$ cat src/hdl/ecd_pkg.sv
`default_nettype none
package ecd_pkg;

   localparam int EPOCH_W   = 32;
   localparam int OPND_W    = 18;   // width of the shared compare/subtract unit
   localparam int REM_W     = 17;   // running remainder of the time-of-day split
   localparam int DAYS_W    = 16;   // whole days since epoch, max 49710
   localparam int YEAR_W    = 12;
   localparam int MONTH_W   = 4;
   localparam int MDAY_W    = 5;
   localparam int WDAY_W    = 3;
   localparam int HOUR_W    = 5;
   localparam int MIN_W     = 6;
   localparam int SEC_W     = 6;

   // shared multiplier
   localparam int MUL_A_W   = 25;
   localparam int MUL_B_W   = 26;
   localparam int PROD_W    = 51;

   // floor(x / d) == (x * RCP) >> shift for every x of the noted width
   localparam logic [MUL_B_W-1:0] RCP_DAY   = 26'd50903317;   // 25-bit x / 675, shift 35
   localparam logic [MUL_B_W-1:0] DAY_DIV   = 26'd675;        // 86400 >> 7
   localparam logic [MUL_B_W-1:0] RCP_HOUR  = 26'd9321;       // 13-bit x / 225, shift 21
   localparam logic [MUL_B_W-1:0] HOUR_DIV  = 26'd225;        // 3600 >> 4
   localparam logic [MUL_B_W-1:0] RCP_MIN   = 26'd1093;       // 10-bit x / 15, shift 14
   localparam logic [MUL_B_W-1:0] MIN_DIV   = 26'd15;         // 60 >> 2
   localparam logic [MUL_B_W-1:0] RCP_WDAY  = 26'd74899;      // 16-bit x / 7, shift 19
   localparam logic [MUL_B_W-1:0] WDAY_DIV  = 26'd7;

   localparam logic [REM_W-1:0]   EPOCH_WDAY   = 17'd4;   // 1970-01-01 was a Thursday

   localparam logic [YEAR_W-1:0]  EPOCH_YEAR   = 12'd1970;
   localparam logic [6:0]         EPOCH_MOD100 = 7'd70;
   localparam logic [8:0]         EPOCH_MOD400 = 9'd370;
   localparam logic [6:0]         LAST_MOD100  = 7'd99;
   localparam logic [8:0]         LAST_MOD400  = 9'd399;

   localparam logic [OPND_W-1:0]  YEAR_DAYS    = 18'd365;
   localparam logic [OPND_W-1:0]  LEAP_DAYS    = 18'd366;

   localparam logic [MONTH_W-1:0] MONTH_JAN    = 4'd1;
   localparam logic [MONTH_W-1:0] MONTH_FEB    = 4'd2;
   localparam logic [MONTH_W-1:0] MONTH_DEC    = 4'd12;

   typedef struct packed {
      logic init;   // load the epoch year
      logic step;   // advance one year
   } leap_ctl_type;

   function automatic logic [OPND_W-1:0] month_days(input logic [MONTH_W-1:0] month,
                                                    input logic leap);
      logic [OPND_W-1:0] len;
      case (month)
         MONTH_FEB:                  len = leap ? 18'd29 : 18'd28;
         4'd4, 4'd6, 4'd9, 4'd11:    len = 18'd30;
         default:                    len = 18'd31;
      endcase
      return len;
   endfunction

endpackage
`default_nettype wire

$ cat src/hdl/ecd_cmp_sub.sv
`default_nettype none
module ecd_cmp_sub (
   input  wire logic [ecd_pkg::OPND_W-1:0] a,
   input  wire logic [ecd_pkg::OPND_W-1:0] b,
   output logic      [ecd_pkg::OPND_W-1:0] diff,
   output logic                            ge
);

   logic [ecd_pkg::OPND_W:0] wide;

   // borrow out of the extended subtract is the compare result
   assign wide = {1'b0, a} - {1'b0, b};
   assign diff = wide[ecd_pkg::OPND_W-1:0];
   assign ge   = ~wide[ecd_pkg::OPND_W];

endmodule
`default_nettype wire

$ cat src/hdl/ecd_leap_ctr.sv
`default_nettype none
module ecd_leap_ctr (
   input  wire logic                          clock,
   input  wire ecd_pkg::leap_ctl_type         ctl,
   output logic      [ecd_pkg::YEAR_W-1:0]    year,
   output logic                               leap
);

   logic [ecd_pkg::YEAR_W-1:0] year_ff, year_in;
   logic [6:0]                 mod100_ff, mod100_in;
   logic [8:0]                 mod400_ff, mod400_in;

   always_comb begin
      year_in   = year_ff;
      mod100_in = mod100_ff;
      mod400_in = mod400_ff;
      if (ctl.init) begin
         year_in   = ecd_pkg::EPOCH_YEAR;
         mod100_in = ecd_pkg::EPOCH_MOD100;
         mod400_in = ecd_pkg::EPOCH_MOD400;
      end else if (ctl.step) begin
         year_in   = year_ff + 12'd1;
         mod100_in = (mod100_ff == ecd_pkg::LAST_MOD100) ? 7'd0 : mod100_ff + 7'd1;
         mod400_in = (mod400_ff == ecd_pkg::LAST_MOD400) ? 9'd0 : mod400_ff + 9'd1;
      end
   end

   always_ff @(posedge clock) begin
      year_ff   <= year_in;
      mod100_ff <= mod100_in;
      mod400_ff <= mod400_in;
   end

   assign year = year_ff;
   assign leap = (year_ff[1:0] == 2'd0) && ((mod100_ff != 7'd0) || (mod400_ff == 9'd0));

endmodule
`default_nettype wire

$ cat src/hdl/epoch_to_calendar_date_top.sv
// Converts a 32-bit unsigned Unix time to Gregorian date, time of day and weekday
// (0 = Sunday). One item is in work at a time; req_ready is low while it is.
// Days, hours, minutes and the weekday come from reciprocal multiplies on one
// shared multiplier, each followed by a back-multiply and subtract on the shared
// 18-bit compare/subtract unit. The year is then found by subtracting whole
// years from 1970 and the month by subtracting whole months, up to December.
// The result sits in an output register, so a new item is taken while it waits.
`default_nettype none
module epoch_to_calendar_date_top (
   input  wire logic                            clock,
   input  wire logic                            reset,
   input  wire logic                            req_valid,
   output logic                                 req_ready,
   input  wire logic [ecd_pkg::EPOCH_W-1:0]     req_epoch_seconds,
   output logic                                 rsp_valid,
   input  wire logic                            rsp_ready,
   output logic      [ecd_pkg::YEAR_W-1:0]      rsp_year,
   output logic      [ecd_pkg::MONTH_W-1:0]     rsp_month,
   output logic      [ecd_pkg::MDAY_W-1:0]      rsp_day_of_month,
   output logic      [ecd_pkg::WDAY_W-1:0]      rsp_weekday,
   output logic      [ecd_pkg::HOUR_W-1:0]      rsp_hour,
   output logic      [ecd_pkg::MIN_W-1:0]       rsp_minute,
   output logic      [ecd_pkg::SEC_W-1:0]       rsp_second
);

   localparam logic [3:0] ST_IDLE   = 4'd0;
   localparam logic [3:0] ST_DAY_Q  = 4'd1;
   localparam logic [3:0] ST_DAY_R  = 4'd2;
   localparam logic [3:0] ST_HOUR_Q = 4'd3;
   localparam logic [3:0] ST_HOUR_R = 4'd4;
   localparam logic [3:0] ST_MIN_Q  = 4'd5;
   localparam logic [3:0] ST_MIN_R  = 4'd6;
   localparam logic [3:0] ST_WDAY_Q = 4'd7;
   localparam logic [3:0] ST_WDAY_R = 4'd8;
   localparam logic [3:0] ST_YEAR   = 4'd9;
   localparam logic [3:0] ST_MONTH  = 4'd10;
   localparam logic [3:0] ST_DONE   = 4'd11;

   logic [3:0]                      state_ff, state_in;
   logic [ecd_pkg::EPOCH_W-1:0]     num_ff, num_in;
   logic [ecd_pkg::REM_W-1:0]       rem_ff, rem_in;
   logic [ecd_pkg::DAYS_W-1:0]      days_ff, days_in;
   logic [ecd_pkg::MONTH_W-1:0]     month_ff, month_in;
   logic [ecd_pkg::HOUR_W-1:0]      hour_ff, hour_in;
   logic [ecd_pkg::MIN_W-1:0]       minute_ff, minute_in;
   logic [ecd_pkg::SEC_W-1:0]       second_ff, second_in;
   logic [ecd_pkg::WDAY_W-1:0]      weekday_ff, weekday_in;

   logic                            rsp_valid_ff, rsp_valid_in;
   logic [ecd_pkg::YEAR_W-1:0]      rsp_year_ff;
   logic [ecd_pkg::MONTH_W-1:0]     rsp_month_ff;
   logic [ecd_pkg::MDAY_W-1:0]      rsp_mday_ff;
   logic [ecd_pkg::WDAY_W-1:0]      rsp_wday_ff;
   logic [ecd_pkg::HOUR_W-1:0]      rsp_hour_ff;
   logic [ecd_pkg::MIN_W-1:0]       rsp_min_ff;
   logic [ecd_pkg::SEC_W-1:0]       rsp_sec_ff;

   logic [ecd_pkg::OPND_W-1:0]      op_a, op_b, diff;
   logic                            ge;
   logic [ecd_pkg::MUL_A_W-1:0]     mul_a;
   logic [ecd_pkg::MUL_B_W-1:0]     mul_b;
   logic [ecd_pkg::PROD_W-1:0]      prod;
   logic [ecd_pkg::REM_W-1:0]       wday_dividend;
   logic                            load_out;
   logic [ecd_pkg::YEAR_W-1:0]      year;
   logic                            leap;
   ecd_pkg::leap_ctl_type           leap_ctl;

   assign wday_dividend = {1'b0, days_ff} + ecd_pkg::EPOCH_WDAY;
   assign load_out = (state_ff == ST_DONE) && (!rsp_valid_ff || rsp_ready);

   // shared multiplier: quotient by reciprocal in the _Q states,
   // quotient times divisor in the _R states
   always_comb begin
      case (state_ff)
         ST_DAY_Q: begin
            mul_a = num_ff[31:7];
            mul_b = ecd_pkg::RCP_DAY;
         end
         ST_DAY_R: begin
            mul_a = {9'd0, days_ff};
            mul_b = ecd_pkg::DAY_DIV;
         end
         ST_HOUR_Q: begin
            mul_a = {12'd0, rem_ff[16:4]};
            mul_b = ecd_pkg::RCP_HOUR;
         end
         ST_HOUR_R: begin
            mul_a = {20'd0, hour_ff};
            mul_b = ecd_pkg::HOUR_DIV;
         end
         ST_MIN_Q: begin
            mul_a = {15'd0, rem_ff[11:2]};
            mul_b = ecd_pkg::RCP_MIN;
         end
         ST_MIN_R: begin
            mul_a = {19'd0, minute_ff};
            mul_b = ecd_pkg::MIN_DIV;
         end
         ST_WDAY_Q: begin
            mul_a = {8'd0, wday_dividend};
            mul_b = ecd_pkg::RCP_WDAY;
         end
         ST_WDAY_R: begin
            mul_a = {8'd0, rem_ff};
            mul_b = ecd_pkg::WDAY_DIV;
         end
         default: begin
            mul_a = '0;
            mul_b = '0;
         end
      endcase
   end

   assign prod = {{(ecd_pkg::PROD_W-ecd_pkg::MUL_A_W){1'b0}}, mul_a} *
                 {{(ecd_pkg::PROD_W-ecd_pkg::MUL_B_W){1'b0}}, mul_b};

   // remainders are below 2^18, so the low operand bits are enough
   always_comb begin
      case (state_ff)
         ST_DAY_R: begin
            op_a = num_ff[24:7];
            op_b = prod[ecd_pkg::OPND_W-1:0];
         end
         ST_HOUR_R: begin
            op_a = {5'd0, rem_ff[16:4]};
            op_b = prod[ecd_pkg::OPND_W-1:0];
         end
         ST_MIN_R: begin
            op_a = {8'd0, rem_ff[11:2]};
            op_b = prod[ecd_pkg::OPND_W-1:0];
         end
         ST_WDAY_R: begin
            op_a = {1'b0, wday_dividend};
            op_b = prod[ecd_pkg::OPND_W-1:0];
         end
         ST_YEAR: begin
            op_a = {2'b00, days_ff};
            op_b = leap ? ecd_pkg::LEAP_DAYS : ecd_pkg::YEAR_DAYS;
         end
         ST_MONTH: begin
            op_a = {2'b00, days_ff};
            op_b = ecd_pkg::month_days(month_ff, leap);
         end
         default: begin
            op_a = '0;
            op_b = '0;
         end
      endcase
   end

   ecd_cmp_sub u_cmp_sub (
      .a    (op_a),
      .b    (op_b),
      .diff (diff),
      .ge   (ge)
   );

   assign leap_ctl.init = (state_ff == ST_WDAY_R);
   assign leap_ctl.step = (state_ff == ST_YEAR) && ge;

   ecd_leap_ctr u_leap_ctr (
      .clock (clock),
      .ctl   (leap_ctl),
      .year  (year),
      .leap  (leap)
   );

   always_comb begin
      state_in   = state_ff;
      num_in     = num_ff;
      rem_in     = rem_ff;
      days_in    = days_ff;
      month_in   = month_ff;
      hour_in    = hour_ff;
      minute_in  = minute_ff;
      second_in  = second_ff;
      weekday_in = weekday_ff;

      case (state_ff)
         ST_IDLE: begin
            if (req_valid) begin
               num_in   = req_epoch_seconds;
               state_in = ST_DAY_Q;
            end
         end
         ST_DAY_Q: begin
            days_in  = prod[50:35];
            state_in = ST_DAY_R;
         end
         ST_DAY_R: begin
            rem_in   = {diff[9:0], num_ff[6:0]};
            state_in = ST_HOUR_Q;
         end
         ST_HOUR_Q: begin
            hour_in  = prod[25:21];
            state_in = ST_HOUR_R;
         end
         ST_HOUR_R: begin
            rem_in   = {5'd0, diff[7:0], rem_ff[3:0]};
            state_in = ST_MIN_Q;
         end
         ST_MIN_Q: begin
            minute_in = prod[19:14];
            state_in  = ST_MIN_R;
         end
         ST_MIN_R: begin
            second_in = {diff[3:0], rem_ff[1:0]};
            state_in  = ST_WDAY_Q;
         end
         ST_WDAY_Q: begin
            // quotient of (days + 4) / 7 parks in the remainder register
            rem_in   = {4'd0, prod[31:19]};
            state_in = ST_WDAY_R;
         end
         ST_WDAY_R: begin
            weekday_in = diff[ecd_pkg::WDAY_W-1:0];
            state_in   = ST_YEAR;
         end
         ST_YEAR: begin
            if (ge) begin
               days_in = diff[ecd_pkg::DAYS_W-1:0];
            end else begin
               month_in = ecd_pkg::MONTH_JAN;
               state_in = ST_MONTH;
            end
         end
         ST_MONTH: begin
            if (ge && (month_ff != ecd_pkg::MONTH_DEC)) begin
               days_in  = diff[ecd_pkg::DAYS_W-1:0];
               month_in = month_ff + 4'd1;
            end else begin
               state_in = ST_DONE;
            end
         end
         ST_DONE: begin
            if (load_out) begin
               state_in = ST_IDLE;
            end
         end
         default: begin
            state_in = ST_IDLE;
         end
      endcase
   end

   always_comb begin
      if (load_out) begin
         rsp_valid_in = 1'b1;
      end else if (rsp_ready) begin
         rsp_valid_in = 1'b0;
      end else begin
         rsp_valid_in = rsp_valid_ff;
      end
   end

   always_ff @(posedge clock) begin
      if (reset) begin
         state_ff     <= ST_IDLE;
         rsp_valid_ff <= 1'b0;
      end else begin
         state_ff     <= state_in;
         rsp_valid_ff <= rsp_valid_in;
      end
   end

   always_ff @(posedge clock) begin
      num_ff     <= num_in;
      rem_ff     <= rem_in;
      days_ff    <= days_in;
      month_ff   <= month_in;
      hour_ff    <= hour_in;
      minute_ff  <= minute_in;
      second_ff  <= second_in;
      weekday_ff <= weekday_in;
      if (load_out) begin
         rsp_year_ff  <= year;
         rsp_month_ff <= month_ff;
         rsp_mday_ff  <= days_ff[ecd_pkg::MDAY_W-1:0] + 5'd1;
         rsp_wday_ff  <= weekday_ff;
         rsp_hour_ff  <= hour_ff;
         rsp_min_ff   <= minute_ff;
         rsp_sec_ff   <= second_ff;
      end
   end

   assign req_ready        = (state_ff == ST_IDLE);
   assign rsp_valid        = rsp_valid_ff;
   assign rsp_year         = rsp_year_ff;
   assign rsp_month        = rsp_month_ff;
   assign rsp_day_of_month = rsp_mday_ff;
   assign rsp_weekday      = rsp_wday_ff;
   assign rsp_hour         = rsp_hour_ff;
   assign rsp_minute       = rsp_min_ff;
   assign rsp_second       = rsp_sec_ff;

   // once years are stripped, fewer than a year's days remain
   a_month_days_bound: assert property (@(posedge clock) disable iff (reset)
      (state_ff == ST_MONTH) |-> (days_ff <= 16'd365))
      else $error("day count too large in month search");

   a_month_range: assert property (@(posedge clock) disable iff (reset)
      (state_ff == ST_DONE) |-> ((month_ff >= ecd_pkg::MONTH_JAN) &&
                                 (month_ff <= ecd_pkg::MONTH_DEC)))
      else $error("month out of range at completion");

   a_year_bound: assert property (@(posedge clock) disable iff (reset)
      (state_ff == ST_MONTH) |-> (year <= 12'd2106))
      else $error("year search ran past 2106");

   a_rsp_from_done: assert property (@(posedge clock) disable iff (reset)
      $rose(rsp_valid_ff) |-> $past(state_ff == ST_DONE))
      else $error("result raised without a completed item");

endmodule
`default_nettype wire
$ cat config.mk
export PLATFORM = sky130hd
export DESIGN_NAME = epoch_to_calendar_date_top
export DESIGN_NICKNAME = d
export VERILOG_FILES = /design/src/hdl/ecd_pkg.sv /design/src/hdl/ecd_cmp_sub.sv /design/src/hdl/ecd_leap_ctr.sv /design/src/hdl/epoch_to_calendar_date_top.sv
export SDC_FILE = /design/constraint.sdc
export NUM_CORES = 1
export LEC_CHECK = 0
export BUFFER_PORTS_ARGS = -buffer_cell sky130_fd_sc_hd__buf_2
export CAP_MARGIN = 20
export CORE_MARGIN = 2
export CORE_UTILIZATION = 70
export CTS_CLUSTER_DIAMETER = 200
export DETAILED_ROUTE_END_ITERATION = 8
export GPL_ROUTABILITY_DRIVEN = 1
export PLACE_DENSITY = 0.89
export SYNTH_ARGS = -nofsm -noshare
export SYNTH_HDL_FRONTEND = slang
export SYNTH_HIERARCHICAL = 1
export SYNTH_SLANG_ARGS = --single-unit
$ cat constraint.sdc
create_clock -name clock -period 26.8 [get_ports clock]
set_clock_uncertainty 0.1 [all_clocks]
set_input_delay 1.34 -clock clock [delete_from_list [all_inputs] [get_ports clock]]
set_output_delay 1.34 -clock clock [all_outputs]
set_load 0.005 [all_outputs]
==> results of run 1 <==
critical path: cells and delay by family (launching register included):
family,cells,cell delay (ns)
DFF,1,0.66
xor gates and xnor gates,1,0.21
AOI/OAI and AO/OA,6,1.41
buffers and inverters,6,0.77
and+or+nand+nor,12,3.81
adders and majority gates,9,3.89
muxes,1,0.38
stage by stage:
stage	util	setup WS [ns]	instances	area (µm²)	hold slack, ns
detailed placement	0.739	15.81	3062	25400	0.310
global placement	0.739	16.07	3062	25400	0.305
finish	0.756	15.44	3096	26000	0.322
CTS	0.755	15.74	3094	25900	0.322
floorplan	-	17.89	2587	24600	0.300
global route	0.756	14.87	3096	26000	0.327
registers in the layout, summed over array words and instances (netlist names), 5 cells and up:
name                  cells
rsp_year                 12
rsp_day_of_month          5
num_ff                   32
u_leap_ctr/year          12
days_ff                  16
rsp_hour                  5
rsp_minute                6
rsp_second                6
u_leap_ctr/mod400_ff      9
u_leap_ctr/mod100_ff      7
minute_ff                 6
hour_ff                   5
second_ff                 6
rem_ff                   17
worst max-delay path by stage:
stage	startpoint	endpoint	slack, ns	cells after the start
6_report	state_ff[2]	u_leap_ctr/year[11]	15.44	35
5_1_grt	state_ff[2]	u_leap_ctr/year[11]	14.87	35
4_1_cts	state_ff[2]	u_leap_ctr/year[11]	15.74	35
3_5_place_dp	state_ff[2]	u_leap_ctr/year[11]	15.81	35
2_1_floorplan	state_ff[3]	u_leap_ctr/year[11]	17.89	36
3_3_place_gp	state_ff[2]	u_leap_ctr/year[11]	16.07	35
layout by cell type (no fill, tap or decap), types with 5 or more instances in the layout:
| cell type | instances |
|---|---|
| nor2b_1 | 16 |
| a21o_1 | 17 |
| inv_1 | 605 |
| o31ai_1 | 5 |
| o21ai_0 | 87 |
| nand2_1 | 191 |
| a21oi_1 | 88 |
| a22oi_1 | 16 |
| o311ai_0 | 5 |
| fa_1 | 376 |
| nand3_1 | 43 |
| nor3_1 | 12 |
| or2_2 | 7 |
| o21bai_1 | 11 |
| dfxtp_1 | 33 |
| buf_2 | 78 |
| and2_1 | 44 |
| buf_4 | 15 |
| nand4_1 | 27 |
| edfxtp_1 | 130 |
| conb_1 | 74 |
| nor3b_1 | 6 |
| xnor2_1 | 50 |
| a211oi_1 | 8 |
| nor2_1 | 115 |
| a221oi_1 | 6 |
| o211ai_1 | 17 |
| nor4_1 | 7 |
| or3_1 | 10 |
| xor2_1 | 35 |
| a31oi_1 | 14 |
| a222oi_1 | 17 |
| o21a_1 | 5 |
| and3_1 | 18 |
| clkbuf_16 | 18 |
| o21ai_1 | 15 |
| ha_1 | 297 |
| nand2b_1 | 22 |
per-layer routing:
metal	wire length, µm	part of all wire
met4	6420	0.083
met5	13	0.00017
met3	7440	0.096
met2	36200	0.47
met1	27300	0.35
area by class of cell:
type / instances / area (µm²) / area share
Multi-Input combinational cell: 1745 / 17500 / 0.673
Sequential cell: 163 / 4560 / 0.176
Inverter: 607 / 2280 / 0.0877
Tap cell: 455 / 569 / 0.0219
Timing Repair Buffer: 94 / 531 / 0.0204
Clock buffer: 20 / 459 / 0.0177
Clock inverter: 12 / 96.3 / 0.00371
==> summary.md, run 1 <==
| Metric | Value |
|---|---|
| Least-Margin Pin Slew | `1.26 ns` |
| H-tree depth | `4` |
| Arrival time worst endpoint | `11.58 ns` |
| Status | `complete, but fails checks` |
| Post-synthesis cell count | `2,515` |
| RR Startpoint | `state_ff[2]` |
| Reg2Reg Setup Slack | `15.44 ns` |
| Final Max Slew Viols | `0` |
| R2R Path End | `u_leap_ctr/year[11]` |
| Drc violations | `7` |
| Final Hold Fails | `0` |
| Fin Setup TNS | `0 ns` |
| Syn. warnings | `6` |
| Post-DP HPWL | `63,900 µm` |
| Chip Width | `190 µm` |
| P&R area growth vs syn | `6.77%` |
| Vias in the first global route | `20,800` |
| Vias | `19,400` |
| Initial DRC Count | `2,572` |
| Synth Cell Area | `24,300 µm²` |
| Std-Cell Core Area | `34,400 µm²` |
| Failing checks | `DRC` |
| Clock transition at the registers of the reported paths | `0.07 ns` |
| All-Layer GR Usage | `0.446` |
| Clock Path Buffers | `2` |
| Met1 Usage GRT | `0.538` |
| Final #Nets | `3,337` |
| Root Buffer | `clkbuf_16` |
| Antenna diodes | `0` |
| Post-route ant nets | `0` |
| Die ar. | `36,300 µm²` |
| CTS sink count | `163` |
| Share of layout cells above drive strength 1 | `0.0647` |
| Starting Density | `0.708` |
| Boundary Pins | `79` |
| Total CTS buffers | `17` |
| Drt via density | `6.25` |
| DR WL/cell | `25.0 µm` |
| Startpoint types | `flop` |
| Highest clock rate | `0.0880 GHz` |
| Cell repeated most along the worst path | `fa_1` |
| First-pass GRT wire length | `118,000 µm` |
| Crit. End Element | `flop` |
| Num rows | `68` |
| Normalized max-slew margin | `0.160` |
| DRT Pass-1 Iters | `9` |
| Mapped Avg Cell Area | `9.67 µm²` |
| Initial antenna violation count | `1` |
| Placer congestion estimate | `1.06` |
| Final period util | `0.424` |
| Largest net degree at the start of global routing | `50` |
| Port bufs | `78` |
| CP max stage cell | `and3_1` |
| CTS tree | `done` |
| Die Span Y | `190 µm` |
| Met2 GRT Util | `0.722` |
| GR Overflow Total | `0` |
| Depth of the most critical reg-to-reg path | `35` |
| Hold/Removal Path Class | `flop to flop` |
| Crit Path Class | `flop to flop` |
| Number of fillers in the final layout | `2,290` |
| Crit-path max FO | `25` |
| M3 GR Usage | `0.0896` |
| RSZ-0062 raised after global routing | `no` |
| Post-CTS setup buffers | `0` |
| Critical Path Max Stage Delay | `0.78 ns` |
| Hold Startpoint | `weekday_ff[0]` |
| Post-layout min period | `11.36 ns` |
| Worst Path Required | `27.02 ns` |
| Cts hold-fix bufs | `0` |
| Hold Crit Endpoint | `rsp_weekday[0]` |
| Worst skew pair latency | `0.44 ns` |
| Maxcap violations | `0` |
| Drt total wl | `77,400 µm` |
| Most crowded layer after global routing | `met2` |
| Post-CTS sizing | `0` |
| Setup violators final | `0` |
| WHS Path Cells | `0` |
Power of run 1 is not shown: default switching activity piles up to over one toggle a cycle in this logic, so the estimate is an artifact.
==> run 2: changes to the inputs <==
Settings changed: CORE_UTILIZATION 70 to 65, PLACE_DENSITY 0.89 to 0.84.
Clock period 26.8 ns to 11.6 ns, I/O delays scaled along.
==> run 2 against run 1 <==
Effect of this change: first-iteration DRC count shrank 23%; fmax is 3.4% higher; critical endpoint unchanged; global-route usage shrank 4.0 points; critical path type unchanged; sequential share of layout area fell by 0.070 points; count of clock-buffer cells in the layout fell by 3; the flow now finishes without violations; flip-flop and latch count stayed put.
==> summary.md, run 2 (synthesis gave the netlist of run 1 again) <==
| Metric | Value |
|---|---|
| Fin util | `0.711` |
| CTS tree | `done` |
| Register area | `4560 µm²` |
| Hold Startpoint | `req_epoch_seconds[24]` |
| Fin Hold WS | `0.192 ns` |
| Maxcap violations | `0` |
| Final Max Slew Viols | `0` |
| Critical Path Max Stage Delay | `0.79 ns` |
| Die Span Y | `197 µm` |
| Clock transition at the registers of the reported paths | `0.08 ns` |
| Startpoint types | `flop` |
| Biggest regs | `num_ff (32), rem_ff (17), days_ff (16)` |
| Crit Path Class | `flop to flop` |
| Crit. End Element | `flop` |
| Number of fillers in the final layout | `2,651` |
| Post-layout min period | `10.98 ns` |
| Stages on worst setup path | `35` |
| Post-route ant nets | `0` |
| Post-CTS sizing | `0` |
| Root Buffer | `clkbuf_16` |
| Die ar. | `39,000 µm²` |
| Status | `complete, no violations` |
| Drc violations | `0` |
| Initial DRC Count | `1,987` |
| Arrival time worst endpoint | `11.23 ns` |
| CP max stage cell | `a222oi_1` |
| Critical Path Source | `state_ff[2]` |
| Number of flip-flops under the largest register name | `32` |
| RSZ-0062 raised after global routing | `no` |
| Clock Path Buffers | `2` |
| Crit-path max FO | `18` |
| Post-DP HPWL | `63,200 µm` |
| H-tree depth | `4` |
| Delay-heaviest family, CP | `adder cells` |
| Area occupied by multi-input gates | `17,500 µm²` |
| All-Layer GR Usage | `0.406` |
| CP bufs+invs | `6` |
| Starting Density | `0.663` |
| Cts hold-fix bufs | `0` |
| WHS Path Cells | `1` |
| Worst skew pair latency | `0.46 ns` |
| Worst Path Required | `11.85 ns` |
| Num rows | `70` |
| Final #Nets | `3,342` |
| P&R area growth vs syn | `7.20%` |
| Total CTS buffers | `17` |
| Drt via density | `6.08` |
| Final period util | `0.947` |
| Depth of the most critical reg-to-reg path | `35` |
| DR WL/cell | `24.2 µm` |
| Hold/Removal Path Class | `primary input to flop` |
| Post-CTS setup buffers | `0` |
| Cell repeated most along the worst path | `fa_1` |
| Boundary Pins | `79` |
| Largest net degree at the start of global routing | `50` |
| Fin Setup TNS | `0 ns` |
| CTS sink count | `163` |
| Placer congestion estimate | `1.05` |
| Most flops, register | `num_ff` |
| Port bufs | `78` |
| Drt total wl | `75,400 µm` |
| RR Startpoint | `state_ff[2]` |
| Chip Width | `197 µm` |
| DRT Pass-1 Iters | `6` |
| Normalized max-slew margin | `0.198` |
| Highest-count cells in the layout ignoring fill and taps | `605 x inv_1, 376 x fa_1, 297 x ha_1` |
| Least-Margin Pin Slew | `1.20 ns` |
| Highest clock rate | `0.0911 GHz` |
| GR Overflow Total | `0` |
| Initial antenna violation count | `0` |
| Final Hold Fails | `0` |
| Vias | `19,000` |
| Vias in the first global route | `20,100` |
| Std-Cell Core Area | `36,700 µm²` |
| First-pass GRT wire length | `116,000 µm` |
| Setup violators final | `0` |
| Share of layout cells above drive strength 1 | `0.0669` |
| Commonest non-fill, non-tap cell in the layout | `inv_1` |
-- run 2: cell count changes in the layout (fill, tap and decap cells not counted), sizes merged --
cell,delta
clkinvlp,+1
buf,+5
diode,+1
clkinv,+1
inv,+1
clkbuf,-3
-- run 2: worst paths after layout --
check,endpoint,slack [ns]
setup / recovery,u_leap_ctr/year[11],0.62
hold reg to reg,rsp_second[2],0.31
hold / removal,num_ff[24],0.19
setup reg to reg,u_leap_ctr/year[11],0.62
-- run 2: layout make-up --
cell class,count,share of cell area
diodes,1,0.0000959
clock inverters,15,0.00710
flip-flops and latches,163,0.175
clock buffers,17,0.0163
repair buffers,99,0.0215
inverters,607,0.0874
multi-input cells,1745,0.670
well taps,468,0.0225
-- run 2: routing by layer --
| layer | up-vias | GRT usage | share of wire |
|---|---|---|---|
| met5 | - | 0 | 0 |
| met4 | 0 | 0.238 | 0.069 |
| met3 | 305 | 0.0782 | 0.087 |
| met2 | 1065 | 0.661 | 0.47 |
| met1 | 9309 | 0.508 | 0.37 |
| li1 | 8274 | - | - |
-- run 2: stage by stage --
stage	cell area [µm²]	worst slack, ns	cells
after detailed placement	25400	0.874	3080
final	26100	0.620	3115
after floorplan	24600	2.69	2587
after global routing	26100	0.00575	3114
after CTS	26100	0.801	3112
after global placement	25400	1.16	3080
Power of run 2 is left out for the same reason.
